--- src/fra_pkg.sv ---
// ----------------------------------------------------------------------------
// fra_pkg
// Shared widths, datapath operation codes and the command/status bundles
// that join the fraction adder controller and datapath.
// ----------------------------------------------------------------------------
`default_nettype none

package fra_pkg;

  // Operand word width (two's complement input fields)
  localparam int unsigned VALUE_BITS = 16;
  // Magnitude of a strictly positive operand
  localparam int unsigned MAG_W      = VALUE_BITS - 1;
  // Unreduced product and sum widths
  localparam int unsigned DEN_W      = 2 * VALUE_BITS - 2;
  localparam int unsigned NUM_W      = 2 * VALUE_BITS - 1;
  // Step counter covers one bit per divider step
  localparam int unsigned CNT_W      = $clog2(NUM_W);

  // Datapath operations issued by the controller
  typedef enum logic [3:0] {
    OP_NONE,
    OP_LOAD,
    OP_MUL0,
    OP_MUL1,
    OP_MUL2,
    OP_MUL3,
    OP_STRIP,
    OP_GCD,
    OP_DIVN,
    OP_DIVD
  } fra_op_e;

  typedef struct packed {
    fra_op_e op;
  } fra_cmd_t;

  typedef struct packed {
    logic empty;      // an operand was zero or negative
    logic both_even;  // gcd operands share a factor of two
    logic gcd_done;   // gcd operands have met
  } fra_status_t;

endpackage

`default_nettype wire

--- src/fraction_add_reduce.sv ---
// Sequence: a load, then straight to the result strobe when an operand is
//   empty; otherwise 1 load, 4 multiply, up to 28 common-two strips, binary
//   gcd steps until the operands meet, then 2 x 31 restoring divider steps.
// Throughput: one request at a time; busy stays high until the result strobe.
// The result strobe is one cycle wide and cannot be stalled by the receiver.
// Reset (rst_ni low, asynchronous) returns the sequencer to idle.
// ----------------------------------------------------------------------------
// fraction_add_reduce
// Adds two positive fractions and returns the sum reduced by its gcd.
// ----------------------------------------------------------------------------
`default_nettype none

module fraction_add_reduce (
  input  wire                                  clk_i,
  input  wire                                  rst_ni,
  input  wire                                  start,
  output logic                                 busy,
  input  wire logic [fra_pkg::VALUE_BITS-1:0]  lhs_numerator_i,
  input  wire logic [fra_pkg::VALUE_BITS-1:0]  lhs_denominator_i,
  input  wire logic [fra_pkg::VALUE_BITS-1:0]  rhs_numerator_i,
  input  wire logic [fra_pkg::VALUE_BITS-1:0]  rhs_denominator_i,
  output logic                                 result_valid_o,
  output logic [fra_pkg::NUM_W-1:0]            sum_numerator_o,
  output logic [fra_pkg::DEN_W-1:0]            sum_denominator_o,
  output logic                                 empty_result_o
);

  fra_pkg::fra_cmd_t    cmd;
  fra_pkg::fra_status_t status;

  // Sequencer
  fra_ctrl u_ctrl (
    .clk_i          (clk_i),
    .rst_ni         (rst_ni),
    .start          (start),
    .busy           (busy),
    .status_i       (status),
    .cmd_o          (cmd),
    .result_valid_o (result_valid_o)
  );

  // Arithmetic
  fra_datapath u_datapath (
    .clk_i             (clk_i),
    .lhs_numerator_i   (lhs_numerator_i),
    .lhs_denominator_i (lhs_denominator_i),
    .rhs_numerator_i   (rhs_numerator_i),
    .rhs_denominator_i (rhs_denominator_i),
    .cmd_i             (cmd),
    .status_o          (status),
    .sum_numerator_o   (sum_numerator_o),
    .sum_denominator_o (sum_denominator_o),
    .empty_result_o    (empty_result_o)
  );

endmodule

`default_nettype wire

--- src/fra_datapath.sv ---
// ----------------------------------------------------------------------------
// fra_datapath
// Operand registers, one shared multiplier, a binary gcd unit and a
// restoring divider that reduces numerator and denominator in turn.
// ----------------------------------------------------------------------------
`default_nettype none

module fra_datapath (
  input  wire                                  clk_i,
  input  wire logic [fra_pkg::VALUE_BITS-1:0]  lhs_numerator_i,
  input  wire logic [fra_pkg::VALUE_BITS-1:0]  lhs_denominator_i,
  input  wire logic [fra_pkg::VALUE_BITS-1:0]  rhs_numerator_i,
  input  wire logic [fra_pkg::VALUE_BITS-1:0]  rhs_denominator_i,
  input  wire fra_pkg::fra_cmd_t               cmd_i,
  output fra_pkg::fra_status_t                 status_o,
  output logic [fra_pkg::NUM_W-1:0]            sum_numerator_o,
  output logic [fra_pkg::DEN_W-1:0]            sum_denominator_o,
  output logic                                 empty_result_o
);

  localparam int unsigned VB  = fra_pkg::VALUE_BITS;
  localparam int unsigned MW  = fra_pkg::MAG_W;
  localparam int unsigned NW  = fra_pkg::NUM_W;
  localparam int unsigned DW  = fra_pkg::DEN_W;

  logic [MW-1:0] a_q, b_q, c_q, d_q;
  logic [MW-1:0] a_d, b_d, c_d, d_d;
  logic          empty_q;
  logic [DW-1:0] prod_q;
  logic [NW-1:0] n_q, q_q, x_q, y_q, r_q;

  logic [MW-1:0] mul_a, mul_b;
  logic [DW-1:0] mul_p;
  logic [NW-1:0] sum_w;
  logic [NW-1:0] div_src;
  logic [NW:0]   rem_sh;
  logic          rem_ge;
  logic [NW-1:0] rem_nx;
  logic [NW-1:0] quo_nx;

  // Keep only strictly positive operands; a set sign bit reads as zero
  assign a_d = lhs_numerator_i[VB-1]   ? '0 : lhs_numerator_i[MW-1:0];
  assign b_d = lhs_denominator_i[VB-1] ? '0 : lhs_denominator_i[MW-1:0];
  assign c_d = rhs_numerator_i[VB-1]   ? '0 : rhs_numerator_i[MW-1:0];
  assign d_d = rhs_denominator_i[VB-1] ? '0 : rhs_denominator_i[MW-1:0];

  // Select multiplier operands for the current product
  always_comb begin
    case (cmd_i.op)
      fra_pkg::OP_MUL1: begin
        mul_a = b_q;
        mul_b = c_q;
      end
      fra_pkg::OP_MUL2: begin
        mul_a = b_q;
        mul_b = d_q;
      end
      default: begin
        mul_a = a_q;
        mul_b = d_q;
      end
    endcase
  end

  assign mul_p = DW'(mul_a * mul_b);
  assign sum_w = NW'(n_q) + NW'(prod_q);

  // One restoring divider step on the selected dividend
  assign div_src = (cmd_i.op == fra_pkg::OP_DIVD) ? q_q : n_q;
  assign rem_sh  = {r_q, div_src[NW-1]};
  assign rem_ge  = rem_sh >= {1'b0, x_q};
  assign rem_nx  = rem_ge ? NW'(rem_sh - {1'b0, x_q}) : rem_sh[NW-1:0];
  assign quo_nx  = {div_src[NW-2:0], rem_ge};

  // Advance the datapath under controller command
  always_ff @(posedge clk_i) begin
    unique case (cmd_i.op)
      fra_pkg::OP_LOAD: begin
        a_q     <= a_d;
        b_q     <= b_d;
        c_q     <= c_d;
        d_q     <= d_d;
        empty_q <= (a_d == '0) || (b_d == '0) || (c_d == '0) || (d_d == '0);
        n_q     <= '0;
        q_q     <= '0;
        r_q     <= '0;
      end
      fra_pkg::OP_MUL0: begin
        prod_q <= mul_p;
      end
      fra_pkg::OP_MUL1: begin
        n_q    <= NW'(prod_q);
        prod_q <= mul_p;
      end
      fra_pkg::OP_MUL2: begin
        n_q    <= sum_w;
        prod_q <= mul_p;
      end
      fra_pkg::OP_MUL3: begin
        q_q <= NW'(prod_q);
        x_q <= n_q;
        y_q <= NW'(prod_q);
      end
      fra_pkg::OP_STRIP: begin
        // drop a common factor of two from all four values
        x_q <= x_q >> 1;
        y_q <= y_q >> 1;
        n_q <= n_q >> 1;
        q_q <= q_q >> 1;
      end
      fra_pkg::OP_GCD: begin
        if (!x_q[0]) begin
          x_q <= x_q >> 1;
        end else if (!y_q[0]) begin
          y_q <= y_q >> 1;
        end else if (x_q > y_q) begin
          x_q <= x_q - y_q;
        end else begin
          y_q <= y_q - x_q;
        end
        r_q <= '0;
      end
      fra_pkg::OP_DIVN: begin
        r_q <= rem_nx;
        n_q <= quo_nx;
      end
      fra_pkg::OP_DIVD: begin
        r_q <= rem_nx;
        q_q <= quo_nx;
      end
      default: begin
      end
    endcase
  end

  assign status_o.empty     = empty_q;
  assign status_o.both_even = !x_q[0] && !y_q[0];
  assign status_o.gcd_done  = (x_q == y_q);

  assign sum_numerator_o   = n_q;
  assign sum_denominator_o = q_q[DW-1:0];
  assign empty_result_o    = empty_q;

endmodule

`default_nettype wire

--- src/fra_ctrl.sv ---
// ----------------------------------------------------------------------------
// fra_ctrl
// Sequencer for the fraction adder: load, three products, binary gcd,
// then two restoring divisions, and a one-cycle result strobe.
// ----------------------------------------------------------------------------
`default_nettype none

module fra_ctrl (
  input  wire                        clk_i,
  input  wire                        rst_ni,
  input  wire                        start,
  output logic                       busy,
  input  wire fra_pkg::fra_status_t  status_i,
  output fra_pkg::fra_cmd_t          cmd_o,
  output logic                       result_valid_o
);

  localparam logic [2:0] S_IDLE  = 3'd0;
  localparam logic [2:0] S_MUL   = 3'd1;
  localparam logic [2:0] S_STRIP = 3'd2;
  localparam logic [2:0] S_GCD   = 3'd3;
  localparam logic [2:0] S_DIVN  = 3'd4;
  localparam logic [2:0] S_DIVD  = 3'd5;
  localparam logic [2:0] S_DONE  = 3'd6;

  localparam int unsigned CW = fra_pkg::CNT_W;
  localparam logic [CW-1:0] DIV_LAST = CW'(fra_pkg::NUM_W - 1);
  localparam logic [CW-1:0] MUL_LAST = CW'(3);

  logic [2:0]    state_q, state_d;
  logic [CW-1:0] cnt_q, cnt_d;

  // Next state and datapath command
  always_comb begin
    state_d   = state_q;
    cnt_d     = cnt_q;
    cmd_o.op  = fra_pkg::OP_NONE;
    unique case (state_q)
      S_IDLE: begin
        if (start) begin
          cmd_o.op = fra_pkg::OP_LOAD;
          cnt_d    = '0;
          state_d  = S_MUL;
        end
      end
      S_MUL: begin
        if (status_i.empty) begin
          state_d = S_DONE;
        end else begin
          case (cnt_q[1:0])
            2'd0:    cmd_o.op = fra_pkg::OP_MUL0;
            2'd1:    cmd_o.op = fra_pkg::OP_MUL1;
            2'd2:    cmd_o.op = fra_pkg::OP_MUL2;
            default: cmd_o.op = fra_pkg::OP_MUL3;
          endcase
          cnt_d = cnt_q + 1'b1;
          if (cnt_q == MUL_LAST) begin
            state_d = S_STRIP;
          end
        end
      end
      S_STRIP: begin
        if (status_i.both_even) begin
          cmd_o.op = fra_pkg::OP_STRIP;
        end else begin
          state_d = S_GCD;
        end
      end
      S_GCD: begin
        if (status_i.gcd_done) begin
          cnt_d   = '0;
          state_d = S_DIVN;
        end else begin
          cmd_o.op = fra_pkg::OP_GCD;
        end
      end
      S_DIVN: begin
        cmd_o.op = fra_pkg::OP_DIVN;
        cnt_d    = cnt_q + 1'b1;
        if (cnt_q == DIV_LAST) begin
          cnt_d   = '0;
          state_d = S_DIVD;
        end
      end
      S_DIVD: begin
        cmd_o.op = fra_pkg::OP_DIVD;
        cnt_d    = cnt_q + 1'b1;
        if (cnt_q == DIV_LAST) begin
          cnt_d   = '0;
          state_d = S_DONE;
        end
      end
      S_DONE: begin
        state_d = S_IDLE;
      end
      default: begin
        state_d = S_IDLE;
      end
    endcase
  end

  // Hold state and step count
  always_ff @(posedge clk_i or negedge rst_ni) begin
    if (!rst_ni) begin
      state_q <= S_IDLE;
      cnt_q   <= '0;
    end else begin
      state_q <= state_d;
      cnt_q   <= cnt_d;
    end
  end

  assign busy           = (state_q != S_IDLE);
  assign result_valid_o = (state_q == S_DONE);

`ifndef ASSERT_OFF
  // an accepted request always makes the block busy
  assert property (@(posedge clk_i) disable iff (!rst_ni)
    (start && !busy) |=> busy)
    else $error("fra_ctrl: request accepted but block not busy");

  // the result strobe lasts exactly one cycle and then frees the block
  assert property (@(posedge clk_i) disable iff (!rst_ni)
    result_valid_o |=> (!result_valid_o && !busy))
    else $error("fra_ctrl: result strobe not a single cycle");

  // no gcd step is issued on operands that have already met
  assert property (@(posedge clk_i) disable iff (!rst_ni)
    (cmd_o.op == fra_pkg::OP_GCD) |-> !status_i.gcd_done)
    else $error("fra_ctrl: gcd step after convergence");

  // a result follows only a finished denominator division or an empty operand
  assert property (@(posedge clk_i) disable iff (!rst_ni)
    $rose(result_valid_o) |-> ($past(state_q) == S_DIVD || status_i.empty))
    else $error("fra_ctrl: result without completed reduction");
`endif

endmodule

`default_nettype wire

--- config.mk ---
export PLATFORM = sky130hd
export DESIGN_NAME = fraction_add_reduce
export DESIGN_NICKNAME = d
export VERILOG_FILES = /design/src/fra_pkg.sv /design/src/fraction_add_reduce.sv /design/src/fra_datapath.sv /design/src/fra_ctrl.sv
export SDC_FILE = /design/constraint.sdc
export NUM_CORES = 1
export LEC_CHECK = 0
export ABC_AREA = 1
export BUFFER_PORTS_ARGS = -buffer_cell sky130_fd_sc_hd__buf_2
export CAP_MARGIN = 40
export CORE_ASPECT_RATIO = 0.9
export CORE_UTILIZATION = 53
export CTS_CLUSTER_DIAMETER = 30
export CTS_CLUSTER_SIZE = 28
export DETAILED_ROUTE_END_ITERATION = 6
export PLACE_DENSITY = 0.7
export SLEW_MARGIN = 40
export SYNTH_ARGS = -nofsm -noshare
export SYNTH_HDL_FRONTEND = slang
export SYNTH_HIERARCHICAL = 1
export SYNTH_SLANG_ARGS = --single-unit
--- constraint.sdc ---
create_clock -name clk_i -period 9.73 [get_ports clk_i]
set_clock_uncertainty 0.2 [all_clocks]
set_input_delay 0.973 -clock clk_i [delete_from_list [all_inputs] [get_ports clk_i]]
set_output_delay 0.973 -clock clk_i [all_outputs]
set_load 0.03 [all_outputs]
# Word level (Yosys, flattened, before mapping)
# Index checks and enable logic that the tools add are counted.
# classes
add_sub_neg	5
multipliers	1
n_lt_le_gt_ge	2
eq_ne	31
muxes	38
n_reduce_logical	28
# op_table
op	n
2-to-1 mux 31 bit	8
one-hot mux 31 bit (3 select lines)	2
one-hot mux 31 bit (5 select lines)	1
one-hot mux 31 bit (4 select lines)	1
subtractor 31 bit	3
2-to-1 mux 15 bit	6
one-hot mux 31 bit (2 select lines)	1
logical NOT 15 bit	4
>= comparator 32 x 31 -> 1 bit	1
adder 31 x 30 -> 31 bit	1
equality test 31 bit	1
> comparator 31 bit	1
multiplier 15 x 15 -> 30 bit	1
2-to-1 mux 3 bit	9
one-hot mux 4 bit (6 select lines)	1
2-to-1 mux 5 bit	4
one-hot mux 5 bit (4 select lines)	1
one-hot mux 3 bit (6 select lines)	1
equality test 4 x 3 -> 1 bit (second input constant)	4
equality test 3 bit (second input constant)	3
!= test 3 bit (second input constant)	3
one-hot mux 3 bit (3 select lines)	1
equality test 4 x 2 -> 1 bit (second input constant)	2
equality test 4 bit (second input constant)	2
other kinds (28)	43
# totals
ff_bits	254
input_bits	67

# Logic depth before layout (Yosys ltp)
# Gate-level depths: netlist of run 1.
# depth
depth_word	9
mapped_depth	44

# Modules after synthesis
# The synthesis of run 1 kept the hierarchy.
# modules_own_cells
mod	instances	cells_each	area_each_um2	seq_area_each_um2
fra_datapath	1	3645	27373.8	7387.1
fra_ctrl	1	108	740.7	200.2

# Worst setup path after synthesis of run 1
# No wires, ideal clock.
# synth_path
path_type	reg-to-reg
start	reg u_datapath.y_q[0]
end	reg u_datapath.prod_q[20], data pin
arrival_time_ps	7831
required_time_ps	9271
slack_ps	1440
path_stages_with_launch	43
n_path_buf	4
cell_sequence	edfxtp_1 buf_2 inv_1 clkbuf_1 ha_1 nor3_1 nand4_1 nor3_1 nor3_1 nor2_4 nand2_1 nor2_1 nand2_1 nor2_4 inv_2 buf_4 nand2_1 o21ai_1 [7 not listed] fa_1 inv_1 fa_1 inv_1 fa_1 inv_1 fa_1 inv_1 ha_1 nand2_1 inv_1 a21boi_0 o21ai_0 nand2_1 nand2_1 nand2_1 nand2_1 xor2_1
# synth_lines
element	line	source
from (decl)	fra_datapath.sv:30	logic [NW-1:0] n_q, q_q, x_q, y_q, r_q;
from (signal assigned)	fra_datapath.sv:102	y_q <= NW'(prod_q);
from (signal assigned)	fra_datapath.sv:107	y_q <= y_q >> 1;
from (signal assigned)	fra_datapath.sv:115	y_q <= y_q >> 1;
to (signal assigned)	fra_datapath.sv:89	prod_q <= mul_p;
to (signal assigned)	fra_datapath.sv:93	prod_q <= mul_p;
to (signal assigned)	fra_datapath.sv:97	prod_q <= mul_p;
to (decl)	fra_datapath.sv:29	logic [DW-1:0] prod_q;

==> results.py, run 1 <==
metrics = {
    "worst_setup_path": {
        "critPathKind": "reg2reg",
        "critPathCaptureType": "flip-flop",
        "critPathTopFamily": "adder cells",
        "cp.arrival_ps": 9300,
        "crit_slowest_cell": "fa_1",
        "slowest_delay_ps": 550,
        "crit_fanout": 24,
        "crit_required_ps": 9850,
        "worstPathBufferInverterCount": 8,
        "crit_path_start_kind": "flip-flop",
    },
    "floorplanning": {
        "die-area_um2": 54000,
        "die_width_um": 245,
        "num_rows": 79,
        "start_util_pct": 54.1,
        "fp.dieH_um": 221,
        "fp.coreArea_um2": 52000,
        "io_pins": 131,
    },
    "synth": {
        "yosys_warnings": 6,
        "yosysSeqAreaShare_pct": 27.0,
        "synth_top_family_by_area": "simple AND/OR/NAND/NOR gates",
        "yosysUniqueCellTypes": 52,
        "synth_compound_gate_area_share_pct": 12.6,
        "synthArstFlopShare_pct": 3.15,
        "synth-xor-area-share_pct": 2.71,
        "yosys-mux-area-fraction_pct": 0,
        "synth_seq_cells": 254,
        "syn_inst": 3753,
        "synth_fa_ha_area_share_pct": 22.1,
        "synth_area_um2": 28100,
        "synth_ff_type": "edfxtp_1",
        "synth_edf_count": 246,
        "synthesis.nets": 4214,
        "syn_area_per_cell_um2": 7.49,
        "synth-simple-area-share_pct": 24.0,
    },
    "timing": {
        "drv_slew": 0,
        "finalSetupViolCount": 0,
        "fin_setup_tns_ps": 0,
        "finalCritPeriodShare_pct": 94.3,
        "tightest_slew_ps": 943,
        "rsz0062_at_grt": "false",
        "finalHoldViolations": 0,
        "max-slew-margin-rel_pct": 37.1,
        "fmax_mhz": 109,
        "finalCriticalPeriod_ps": 9170,
    },
    "grt": {
        "grt_pass1_vias": 25800,
        "grt_util_all_layers_pct": 36.2,
        "overflow": 0,
        "grt_pass1_wl_mm": 148,
        "antenna_found_initial": 2,
        "grt_max_degree": 62,
    },
    "drt": {
        "drt_iter0_markers": 2337,
        "detail_route.wl_per_cell_um": 20.8,
        "vias": 26100,
        "drc": 0,
        "dr.pass1.iters": 6,
        "totalWireLength_mm": 96.1,
        "ant_nets": 0,
        "vias_per_cell": 5.65,
    },
    "clock_network": {
        "insertion_delay_ps": 600,
        "cts_resized": 0,
        "cts.sinks": 254,
        "clockBufferDepth": 3,
        "post_cts.repair.setup_buffers": 0,
        "holdBufCountCts": 0,
        "numCtsBuffers": 69,
        "cts.htree.levels": 3,
        "clkSlewWorstSetupHoldPaths_ps": 50,
        "cts_tree": "done",
        "cts_root_buffer": "clkbuf_16",
    },
    "placed_design": {
        "gp_congestion": 1.06,
        "dp_hpwl_mm": 76.8,
        "port_buffers": 130,
    },
    "status": {
        "status": "complete, no violations",
    },
    "cells_and_area": {
        "drive_gt1_share_pct": 11.2,
        "nets": 4334,
        "n_antenna_cell": 0,
        "syn_to_final_growth_pct": 12.3,
    },
    "hold_path": {
        "min_path_type": "in2async",
    },
    "flow_run": {
        "cap_violations": 0,
    },
}
## logic make-up (layout without fill, tap and decap cells)
kind of cell	Yosys count	after routing
adders and majority gates	394	394
AOI/OAI and AO/OA	599	599
xor gates and xnor gates	87	87
and+or+nand+nor	1607	1607
buffers and inverters	812	987
DFF	254	254
## final timing paths
kind | from | to | slack (ps) | depth (start not counted)
worst max register to register | u_datapath/x_q[5]$_DFFE_PP_ | u_datapath/prod_q[29]$_DFFE_PP_ | 560 | 35
worst max-delay path | u_datapath/x_q[5]$_DFFE_PP_ | u_datapath/prod_q[29]$_DFFE_PP_ | 560 | 35
worst min register to register | u_ctrl/cnt_q[3]$_DFFE_PN0P_ | u_ctrl/cnt_q[3]$_DFFE_PN0P_ | 390 | 2
min in group clk_i | u_ctrl/cnt_q[3]$_DFFE_PN0P_ | u_ctrl/cnt_q[3]$_DFFE_PN0P_ | 390 | 2
max in group asynchronous | rst_ni | u_ctrl/state_q[0]$_DFFE_PN0P_ | 9110 | 1
worst min-delay path | rst_ni | u_ctrl/cnt_q[2]$_DFFE_PN0P_ | 30 | 1
## state kept, by name, indices dropped and copies added, names as in the netlist, 5 cells and up
name	count
u_datapath/sum_numerator_o	31
u_datapath/r_q	31
u_datapath/c_q	15
u_ctrl/cnt_q	5
u_datapath/y_q	31
u_datapath/prod_q	30
u_datapath/q_q	31
u_datapath/d_q	15
u_datapath/a_q	15
u_datapath/b_q	15
u_datapath/x_q	31
## routing by layer
layer	wire length (µm)	GRT usage, %	up-vias
met3	6850	5.22	280
met5	0	0	-
met1	37600	43.9	12300
met2	44500	59.9	1196
met4	7180	24.9	0
li1	-	-	12300
## worst reg2reg max path, delay by kind of cell (launching register included)
family	cells	cell delay (ps)
adder cells (fa/ha/maj)	8	3710
AND/OR/NAND/NOR	16	2870
buffers and inverters	8	1130
AO/OA/AOI/OAI	2	520
flip-flops	1	350
XOR/XNOR	1	140
## synthesized netlist by cell type, types with 33 or more instances
cell type	n	area share, %
clkbuf_1	41	0.55
edfxtp_1	246	26
nand4_1	33	0.73
inv_1	665	8.9
nand2_1	825	11
o21ai_0	163	2.9
nor2_2	40	0.89
a21oi_1	213	3.8
ha_1	223	9.9
buf_4	40	1.1
xor2_1	67	2.1
fa_1	171	12
nor2_1	480	6.4
o22ai_1	53	1.2
nand3_1	113	2.0
## cells in the final DEF (no fill, tap or decap), drive strengths merged, types with 117 or more instances in the layout
master,n
inv,707
nor2,529
nand2,843
ha,223
fa,171
edfxtp,246
o21ai,214
nand3,117
buf,163
a21oi,214
## area by class of cell
class | count | area, µm²
fill | 4790 | 20400
multi-input combinational | 2687 | 17300
sequential | 254 | 7590
inverter | 698 | 2620
clock buffer | 81 | 1860
timing repair buffer | 163 | 938
tap | 688 | 861
clock inverter | 45 | 422
## through the flow
stage	instances	area (µm²)	hold WS (ps)	util (%)	worst slack [ps]
floorplan	3753	28100	316	-	1440
global placement	4488	29200	349	56.2	623
detailed placement	4490	29300	360	56.4	482
CTS	4616	31600	11.0	60.7	428
global route	4616	31600	27.6	60.7	27.6
finish	4616	31600	26.5	60.7	555
Power of run 1 is not shown: default switching activity piles up to over one toggle a cycle in this logic, so the estimate is an artifact.
==> run 2: changes to the inputs <==
--- a/config.mk
+++ b/config.mk
@@ -9,6 +9,7 @@
 export BUFFER_PORTS_ARGS = -buffer_cell sky130_fd_sc_hd__buf_2
 export CAP_MARGIN = 40
 export CORE_ASPECT_RATIO = 0.9
+export CORE_MARGIN = 1.5
 export CORE_UTILIZATION = 53
 export CTS_CLUSTER_DIAMETER = 30
 export CTS_CLUSTER_SIZE = 28
==> results.py, run 2 (synthesis results as in run 1) <==
metrics = {
    "floorplanning": {
        "fp.dieH_um": 222,
        "die_width_um": 246,
        "io_pins": 131,
        "num_rows": 79,
        "die-area_um2": 54400,
        "fp.coreArea_um2": 52100,
        "start_util_pct": 54.0,
    },
    "timing": {
        "max-slew-margin-rel_pct": 36.6,
        "finalHoldViolations": 0,
        "fin_setup_tns_ps": 0,
        "fmax_mhz": 110,
        "drv_slew": 0,
        "finalSetupViolCount": 0,
        "rsz0062_at_grt": "false",
        "finalCriticalPeriod_ps": 9090,
        "tightest_slew_ps": 941,
        "finalCritPeriodShare_pct": 93.4,
    },
    "worst_setup_path": {
        "crit_fanout": 24,
        "critPathKind": "reg2reg",
        "crit_required_ps": 9850,
        "critPathCaptureType": "flip-flop",
        "crit_slowest_cell": "fa_1",
        "crit_path_start_kind": "flip-flop",
        "cp.arrival_ps": 9200,
        "slowest_delay_ps": 600,
    },
    "drt": {
        "wirelength_met1_mm": 36.2,
        "drc": 1,
        "totalWireLength_mm": 94.5,
        "drt_iter0_markers": 2265,
        "detail_route.wl_per_cell_um": 20.5,
        "met3WireLength_mm": 7.78,
        "ant_nets": 0,
        "wl_met2_mm": 43.4,
        "dr.pass1.iters": 7,
        "vias": 26000,
        "highest_layer": "met4",
        "vias_per_cell": 5.64,
    },
    "cells_and_area": {
        "final_common_cell": "nand2_1",
        "num-fill-cells": 4775,
        "final_cell_mix": "nand2_1 (824), inv_1 (663), nor2_1 (479)",
        "syn_to_final_growth_pct": 12.3,
        "nets": 4333,
        "drive_gt1_share_pct": 11.2,
        "multi_input_area_um2": 17300,
        "regArea_um2": 7590,
    },
    "hold_path": {
        "min_path_type": "reg2reg",
    },
    "placed_design": {
        "port_buffers": 130,
        "gp_congestion": 1.08,
        "dp_hpwl_mm": 76.0,
    },
    "clock_network": {
        "clkSlewWorstSetupHoldPaths_ps": 50,
        "insertion_delay_ps": 600,
        "cts_root_buffer": "clkbuf_16",
        "clockBufferDepth": 3,
        "numCtsBuffers": 68,
        "cts.htree.levels": 3,
        "cts_tree": "done",
        "cts.sinks": 254,
    },
    "grt": {
        "grt_util_all_layers_pct": 35.1,
        "grt_pass1_wl_mm": 146,
        "overflow": 0,
        "grt_max_degree": 62,
        "grt_pass1_vias": 25900,
        "antenna_found_initial": 1,
    },
    "status": {
        "status": "complete, but fails checks",
        "violations": "design-rule violations",
    },
    "flow_run": {
        "cap_violations": 0,
    },
}
==> run 2: cell type report <==
| cell class | instances | area share [%] |
|---|---|---|
| inverter | 698 | 8.31 |
| clock inverter | 51 | 1.45 |
| sequential | 254 | 24.0 |
| multi-input combinational | 2687 | 54.9 |
| clock buffer | 74 | 5.53 |
| tap | 688 | 2.73 |
| timing repair buffer | 163 | 3.04 |
| antenna | 2 | 0.0158 |
==> run 2: worst paths after layout <==
kind / slack (ps) / startpoint / cells past startpoint / endpoint
max in group asynchronous: 8600 / rst_ni / 2 / u_ctrl/state_q[0]$_DFFE_PN0P_
min reg2reg: 380 / u_ctrl/cnt_q[3]$_DFFE_PN0P_ / 2 / u_ctrl/cnt_q[3]$_DFFE_PN0P_
max: 640 / u_datapath/x_q[5]$_DFFE_PP_ / 35 / u_datapath/prod_q[24]$_DFFE_PP_
min in group asynchronous: 550 / rst_ni / 2 / u_ctrl/cnt_q[1]$_DFFE_PN0P_
min: 380 / u_ctrl/cnt_q[3]$_DFFE_PN0P_ / 2 / u_ctrl/cnt_q[3]$_DFFE_PN0P_
max reg2reg: 640 / u_datapath/x_q[5]$_DFFE_PP_ / 35 / u_datapath/prod_q[24]$_DFFE_PP_
==> run 2: per-layer routing <==
layer,vias up,global-route usage (%)
met5,-,0
met4,0,24.2
met3,338,5.63
met2,1289,56.7
met1,12100,42.9
li1,12300,-
==> run 2: worst max-delay path, delay by kind of cell (launching register included) <==
kind                       cells  cell delay [ps]
adders and majority gates      8             3870
and+or+nand+nor               16             2610
buffers and inverters          8             1210
AOI/OAI and AO/OA              2              420
DFF                            1              370
xor gates and xnor gates       1              100
==> run 2: stage by stage <==
step	cells	utilization [%]	hold WS [ps]	setup slack [ps]	instance area, µm²
after global placement	4486	56.0	352	614	29200
after detailed placement	4488	56.2	353	511	29300
after floorplan	3753	-	316	1440	28100
final	4617	60.6	375	641	31600
after global routing	4615	60.6	415	60.2	31600
after CTS	4614	60.5	365	455	31500
==> run 2: what timing repair did <==
item | 4_1_cts | 5_1_grt
hold endpoints to repair | 4 | 0
hold buffers | 1 | 0
setup buffers | 0 | 0
setup endpoints to repair | 0 | 15
resized for setup | 0 | 8
Power of run 2 is left out for the same reason.
